File: src/design/assert_macros.svh
// assertion helpers for the design files, used by sidht_dp
`ifndef ASSERT_MACROS_SVH
`define ASSERT_MACROS_SVH
`ifndef SYNTHESIS
// checked while out of reset
`define SIDHT_ASSERT(lbl, prop) \
	lbl: assert property (@(posedge clk) disable iff (!arst_n) prop) \
		else $error("sidht check failed");
// checked on every edge, reset included
`define SIDHT_ASSERT_ALWAYS(lbl, prop) \
	lbl: assert property (@(posedge clk) prop) \
		else $error("sidht check failed");
`else
`define SIDHT_ASSERT(lbl, prop)
`define SIDHT_ASSERT_ALWAYS(lbl, prop)
`endif
`endif

File: src/design/sidht_pkg.sv
package sidht_pkg;

	localparam int unsigned CAPACITY_DEF    = 256;
	localparam int unsigned HANDLE_BITS_DEF = 32;
	localparam int unsigned ID_W            = 16;
	localparam int unsigned HANDLE_W        = 32;
	localparam int unsigned POS_W           = 8;
	localparam int unsigned ST_W            = 3;

	typedef enum logic [ST_W-1:0] {
		ST_HIT      = 3'd0,
		ST_INSERTED = 3'd1,
		ST_REFILLED = 3'd2,
		ST_FAILED   = 3'd3,
		ST_FULL     = 3'd4
	} status_t;

	typedef enum logic [3:0] {
		S_IDLE,
		S_LOOKUP,
		S_SEARCH,
		S_SEARCH_CMP,
		S_CHECK,
		S_MISS,
		S_SH_RD,
		S_SH_WR,
		S_INS_WR,
		S_DN_RD,
		S_DN_CMP,
		S_FIN
	} state_t;

	typedef struct packed {
		logic    latch;
		logic    rd_direct;
		logic    rd_mid;
		logic    step;
		logic    rd_shift;
		logic    wr_shift;
		logic    wr_refill;
		logic    wr_insert;
		logic    rd_dense;
		logic    dense_inc;
		logic    emit;
		status_t code;
	} cmd_t;

	typedef struct packed {
		logic direct;
		logic search_open;
		logic key_eq;
		logic key_lt;
		logic stored_zero;
		logic new_zero;
		logic full;
		logic shift_more;
		logic dense_more;
		logic dense_match;
		logic out_free;
	} sts_t;

endpackage

File: src/design/sidht_ctrl.sv
module sidht_ctrl (
	input  logic              clk,
	input  logic              arst_n,
	input  logic              req_valid,
	output logic              req_ready,
	input  sidht_pkg::sts_t   sts,
	output sidht_pkg::cmd_t   cmd
);

	sidht_pkg::state_t state_q, state_d;

	always_ff @(posedge clk or negedge arst_n) begin
		if (!arst_n) begin
			state_q <= sidht_pkg::S_IDLE;
		end else begin
			state_q <= state_d;
		end
	end

	always_comb begin
		state_d   = state_q;
		cmd       = '0;
		cmd.code  = sidht_pkg::ST_HIT;
		req_ready = 1'b0;
		unique case (state_q)
			sidht_pkg::S_IDLE: begin
				req_ready = 1'b1;
				if (req_valid) begin
					cmd.latch = 1'b1;
					state_d   = sidht_pkg::S_LOOKUP;
				end
			end
			sidht_pkg::S_LOOKUP: begin
				// ids inside the dense run sit at their own slot
				if (sts.direct) begin
					cmd.rd_direct = 1'b1;
					state_d       = sidht_pkg::S_CHECK;
				end else begin
					state_d = sidht_pkg::S_SEARCH;
				end
			end
			sidht_pkg::S_SEARCH: begin
				if (sts.search_open) begin
					cmd.rd_mid = 1'b1;
					state_d    = sidht_pkg::S_SEARCH_CMP;
				end else begin
					state_d = sidht_pkg::S_MISS;
				end
			end
			sidht_pkg::S_SEARCH_CMP: begin
				if (sts.key_eq) begin
					state_d = sidht_pkg::S_CHECK;
				end else begin
					cmd.step = 1'b1;
					state_d  = sidht_pkg::S_SEARCH;
				end
			end
			sidht_pkg::S_CHECK: begin
				if (sts.out_free) begin
					cmd.emit = 1'b1;
					state_d  = sidht_pkg::S_IDLE;
					priority if (!sts.stored_zero) begin
						cmd.code = sidht_pkg::ST_HIT;
					end else if (sts.new_zero) begin
						cmd.code = sidht_pkg::ST_FAILED;
					end else begin
						cmd.code      = sidht_pkg::ST_REFILLED;
						cmd.wr_refill = 1'b1;
					end
				end
			end
			sidht_pkg::S_MISS: begin
				priority if (sts.full) begin
					if (sts.out_free) begin
						cmd.emit = 1'b1;
						cmd.code = sidht_pkg::ST_FULL;
						state_d  = sidht_pkg::S_IDLE;
					end
				end else if (sts.new_zero) begin
					if (sts.out_free) begin
						cmd.emit = 1'b1;
						cmd.code = sidht_pkg::ST_FAILED;
						state_d  = sidht_pkg::S_IDLE;
					end
				end else begin
					state_d = sidht_pkg::S_SH_RD;
				end
			end
			sidht_pkg::S_SH_RD: begin
				// move entries up one slot, top first
				if (sts.shift_more) begin
					cmd.rd_shift = 1'b1;
					state_d      = sidht_pkg::S_SH_WR;
				end else begin
					state_d = sidht_pkg::S_INS_WR;
				end
			end
			sidht_pkg::S_SH_WR: begin
				cmd.wr_shift = 1'b1;
				state_d      = sidht_pkg::S_SH_RD;
			end
			sidht_pkg::S_INS_WR: begin
				cmd.wr_insert = 1'b1;
				state_d       = sidht_pkg::S_DN_RD;
			end
			sidht_pkg::S_DN_RD: begin
				if (sts.dense_more) begin
					cmd.rd_dense = 1'b1;
					state_d      = sidht_pkg::S_DN_CMP;
				end else begin
					state_d = sidht_pkg::S_FIN;
				end
			end
			sidht_pkg::S_DN_CMP: begin
				if (sts.dense_match) begin
					cmd.dense_inc = 1'b1;
					state_d       = sidht_pkg::S_DN_RD;
				end else begin
					state_d = sidht_pkg::S_FIN;
				end
			end
			sidht_pkg::S_FIN: begin
				if (sts.out_free) begin
					cmd.emit = 1'b1;
					cmd.code = sidht_pkg::ST_INSERTED;
					state_d  = sidht_pkg::S_IDLE;
				end
			end
			default: begin
				state_d = sidht_pkg::S_IDLE;
			end
		endcase
	end

endmodule

File: config.mk
export PLATFORM = sky130hd
export DESIGN_NAME = sidht_ctrl
export DESIGN_NICKNAME = d
export VERILOG_FILES = /design/src/design/assert_macros.svh /design/src/design/sidht_pkg.sv /design/src/design/sidht_ctrl.sv
export SDC_FILE = /design/constraint.sdc
export NUM_CORES = 1
export LEC_CHECK = 0
export ABC_AREA = 1
export BUFFER_PORTS_ARGS = -buffer_cell sky130_fd_sc_hd__buf_2
export CORE_AREA = 2 2 39 41
export CTS_BUF_LIST = sky130_fd_sc_hd__clkbuf_4
export CTS_CLUSTER_DIAMETER = 60
export DETAILED_ROUTE_END_ITERATION = 7
export DIE_AREA = 0 0 41 43
export GPL_TIMING_DRIVEN = 0
export PLACE_DENSITY = 0.7
export RECOVER_POWER = 25
export SYNTH_ARGS = -nofsm -noshare
export SYNTH_HDL_FRONTEND = slang
export SYNTH_SLANG_ARGS = --single-unit
File: constraint.sdc
create_clock -name clk -period 1.35 [get_ports clk]
set_clock_uncertainty 0.15 [all_clocks]
set_input_delay 0.0675 -clock clk [delete_from_list [all_inputs] [get_ports clk]]
set_output_delay 0.0675 -clock clk [all_outputs]
set_load 0.1 [all_outputs]
==> results.sh, run 1 <==
export IMPL_yosys_area_share_xor_xnor_pct=0
export IMPL_cts_buffers=3
export IMPL_die_h_um=43
export IMPL_synth_nets=101
export IMPL_synth_compound_area_share_pct=9.64
export IMPL_yosys_register_bits=4
export IMPL_dpl_hpwl_mm=1.14
export IMPL_synth_avg_cell_area_um2=5.67
export IMPL_syn_area_um2=493
export IMPL_synth_top_area_share_pct=20.3
export IMPL_synth_area_leader_cell="dfrtp_1"
export IMPL_worst_ep_kind="primary output"
export IMPL_die_w_um=41
export IMPL_clock_sinks=4
export IMPL_yosys_warnings=0
export IMPL_ioPinCount=29
export IMPL_tool_error="[ERROR DPL-0033] detailed placement checks failed during check placement."
export IMPL_cts_buffer_depth=2
export IMPL_synthCells=87
export IMPL_grt_start_max_net_pins=6
export IMPL_gp_congestion=0.811
export IMPL_postGrtWorstEndpoint="cmd[0]"
export IMPL_num_rows=14
export IMPL_synth_simple_area_share_pct=56.3
export IMPL_synth_seq_area_share_pct=20.3
export IMPL_yosys_mux_area_fraction_pct=0
export IMPL_grt_antenna_before_repair=0
export IMPL_initial_core_util_pct=35.6
export IMPL_ys_types=18
export IMPL_haltStage="5_1_grt"
export IMPL_synthTopCellsByArea="dfrtp_1, nand2_1, nor2_1, inv_1, nand3_1"
export IMPL_synthAdderAreaFrac_pct=0
export IMPL_synth_top_family_by_area="simple AND/OR/NAND/NOR gates"
export IMPL_port_buffers=27
export IMPL_outcome="aborted with a tool error"
export IMPL_h_tree_depth=1
export IMPL_clock_root_buffer="clkbuf_4"
cells by family after synthesis:
kind of cell	Yosys count
and+or+nand+nor	58
buffers and inverters	18
AOI/OAI and AO/OA	7
DFF	4
synthesized netlist by cell type (all sizes together):
cell type,instances
nand3,6
a21oi,2
dfrtp,4
nand2,22
o21ai,2
o221ai,1
o211ai,2
inv,18
nor2,24
nand3b,3
nor3,1
nand4,2
per-stage QoR:
step                      instance area, um2  utilization, %  std cells  worst slack [ps]  hold slack [ps]
after global placement                   763            55.2        130              -358             -280
after detailed placement                 763            55.2        130              -382             -277
after CTS                               1170            84.6        148              -373             2.46
after floorplan                          608               -         87             -1180             -378
timing repair:
action	CTS
endpoints found under the hold margin	6
gates resized for setup	73
setup endpoints to repair	18
pin swaps	8
hold buffers	3
setup buffers	11
==> inputs of run 2 (changes only) <==
CORE_AREA = 2 2 63 65   (was 2 2 39 41)
CTS_BUF_LIST = unset   (was sky130_fd_sc_hd__clkbuf_4)
CTS_CLUSTER_DIAMETER = unset   (was 60)
DIE_AREA = 0 0 65 67   (was 0 0 41 43)
PLACE_DENSITY = unset   (was 0.7)
PLACE_DENSITY_LB_ADDON = 0.15   (was unset)
==> run 2 against run 1 <==
Net effect:
- synthesized area stayed put
- synthesized cell count stayed put
- the flow now finishes, with violations (negative setup slack)
==> results.sh, run 2 <==
export IMPL_hold_class="primary input to flop"
export IMPL_post_drt_wl_per_cell_um=11.0
export IMPL_h_tree_depth=1
export IMPL_cts_tree="built"
export IMPL_arrival_ps=1470
export IMPL_core_area_um2=3610
export IMPL_min_from="req_valid"
export IMPL_timing_rr_start="state_q[0]"
export IMPL_synth_top_area_share_pct=20.3
export IMPL_clock_sinks=4
export IMPL_highest_layer="met4"
export IMPL_final_common_cell="nor2_4"
export IMPL_die_area_um2=4360
export IMPL_die_h_um=67
export IMPL_synthCells=87
export IMPL_period_needed_ps=1690
export IMPL_vdd_drop_max_mv=0.678
export IMPL_switchingPower_mw=1.73
export IMPL_crit_path_end_kind="primary output"
export IMPL_clk_latency_ps=220
export IMPL_async_flop_share_pct=100
export IMPL_worstMarginPinSlew_ps=260
export IMPL_yosys_register_bits=4
export IMPL_ys_types=18
export IMPL_p_comb_share_pct=82.8
export IMPL_cap_viol_max_count=0
export IMPL_synth_edf_count=0
export IMPL_p_clk_share_pct=8.3
export IMPL_slew_viol_final=0
export IMPL_syn_area_um2=493
export IMPL_cts_buffer_depth=2
export IMPL_synth_area_leader_cell="dfrtp_1"
export IMPL_clock_fmax_mhz=591
export IMPL_outcome="finished, violations left"
export IMPL_worstPathRequired_ps=1130
export IMPL_gp_congestion=0.804
export IMPL_wirelength_mm=2.08
export IMPL_dpl_hpwl_mm=1.44
export IMPL_whs_ps=17.9
export IMPL_reg_top3="state_q: 4 flops"
export IMPL_setup_viol=18
export IMPL_wl_met2_mm=1.12
export IMPL_hold_violations=0
export IMPL_p_int_mw=1.50
export IMPL_wl_met1_um=835
export IMPL_dr_wl_met3_um=64
export IMPL_largest_register="state_q"
export IMPL_largest_reg_flops=4
export IMPL_layoutNonFillerInstCount=190
export IMPL_leakage_nw=0.608
export IMPL_grt_usage_pct=10.7
export IMPL_dp_cells=162
export IMPL_tns_ps=-4280
export IMPL_ioPinCount=29
export IMPL_p_seq_share_pct=8.9
export IMPL_num_rows=22
export IMPL_grt_antenna_before_repair=0
export IMPL_layout_setup_ws_ps=-341
export IMPL_drtAntennaViolNets=0
export IMPL_grt_pass1_vias=852
export IMPL_synthFlopType="dfrtp_1"
export IMPL_slew_headroom_pct=82.6
export IMPL_post_synth_top_count_cell="nand2_1"
export IMPL_power_density_nw_per_um2=2290
export IMPL_grt_pass1_wl_mm=3.52
export IMPL_mostFrequentLayoutCells="nor2_4, buf_12, buf_6"
export IMPL_p_sw_share_pct=53.5
export IMPL_path_class="flop to primary output"
export IMPL_drive_gt1_share_pct=71.8
export IMPL_dr_first_iter_drc_count=18
export IMPL_period_share_pct=125
export IMPL_cp_max_fo=4
export IMPL_clock_root_buffer="clkbuf_8"
export IMPL_crit_path_start_kind="flop"
export IMPL_port_buffers=27
export IMPL_synthTopCellsByArea="dfrtp_1, nand2_1, nor2_1, inv_1, nand3_1"
export IMPL_violations="negative setup slack"
export IMPL_die_w_um=65
export IMPL_num_vias=774
export IMPL_drc=0
export IMPL_initial_core_util_pct=13.7
export IMPL_routed_via_density=4.07
export IMPL_synth_common_cells="nand2_1, nor2_1, inv_1, nand3_1"
export IMPL_yosys_warnings=0
export IMPL_grt_overflow=0
export IMPL_dr_pass1_iters=4
export IMPL_dp_slack_ps=-388
export IMPL_synth_nets=101
export IMPL_rsz0062_at_grt="yes"
export IMPL_synth_seq_area_share_pct=20.3
export IMPL_num_antenna_cells=0
export IMPL_grt_start_max_net_pins=6
export IMPL_fin_nets=157
export IMPL_synth_avg_cell_area_um2=5.67
export IMPL_clk_pin_slew_ps=30
export IMPL_cp_startpoint="state_q[1]"
export IMPL_cts_buffers=3
export IMPL_areaGrowthSynthToFinish_pct=186
[run 2: cell counts after synthesis]
No cell type changed its count.
[run 2: final timing paths]
check / end / slack [ps] / cells past startpoint
worst min-delay path: state_q[0] / 20 / 3
worst min register to register: state_q[2] / 530 / 2
worst max-delay path: cmd[0] / -340 / 6
max in group asynchronous: state_q[1] / 810 / 2
min in group asynchronous: state_q[0] / 50 / 2
worst max register to register: state_q[1] / -240 / 7
[run 2: cell families (layout without fill, tap and decap cells)]
logic type / Yosys count / count (layout) / share of synthesized area (%)
flip-flops: 4 / 4 / 20.3
AND/OR/NAND/NOR: 58 / 58 / 56.3
buffers and inverters: 18 / 73 / 13.7
AO/OA/AOI/OAI: 7 / 7 / 9.64
[run 2: stage by stage]
stage / power, mW / cell area, um2 / utilization, %
6_report: 3.23 / 1410 / 39.1
2_1_floorplan: 1.61 / 608 / -
3_5_place_dp: 1.86 / 803 / 22.3
4_1_cts: 3.07 / 1330 / 36.9
3_3_place_gp: 1.85 / 803 / 22.3
5_1_grt: 3.41 / 1410 / 39.1
[run 2: timing repair]
item                                    CTS  global route
resized for setup                        86            15
hold buffers                              1             1
endpoints found under the hold margin     4             1
endpoints found under the setup margin   18            19
pin swaps                                18            14
buffers inserted                         21             5
[run 2: final cells by class]
type                       instances  area, um2
sequential                         4        105
timing repair buffer              51        581
tap                               48       60.1
inverter                          18       87.6
fill                             364       2190
clock buffer                       4       45.0
multi-input combinational         65        533
[run 2: worst max-delay path, stage by stage, from the launching register on]
cell      delay, ps
dfrtp_2         430
inv_4           100
nand2_1          90
nor2_4          120
nand4_1         120
o211ai_1        140
buf_6           250
[run 2: metal layers]
layer	up-vias	track usage, %
li1	380	-
met1	367	11.4
met2	21	19.6
met3	6	1.35
met4	0	7.18
met5	-	0
[run 2: power by group through the flow]
| stage | Combinational [mW] | Clock (mW) | Sequential, mW |
|---|---|---|---|
| 6_report | 2.68 | 0.268 | 0.288 |
| 5_1_grt | 2.82 | 0.286 | 0.295 |
| 4_1_cts | 2.52 | 0.276 | 0.277 |
| 3_5_place_dp | 1.58 | 0 | 0.284 |
| 3_3_place_gp | 1.57 | 0 | 0.288 |
| 2_1_floorplan | 1.35 | 0 | 0.267 |
(Power assumes the default switching activity.)
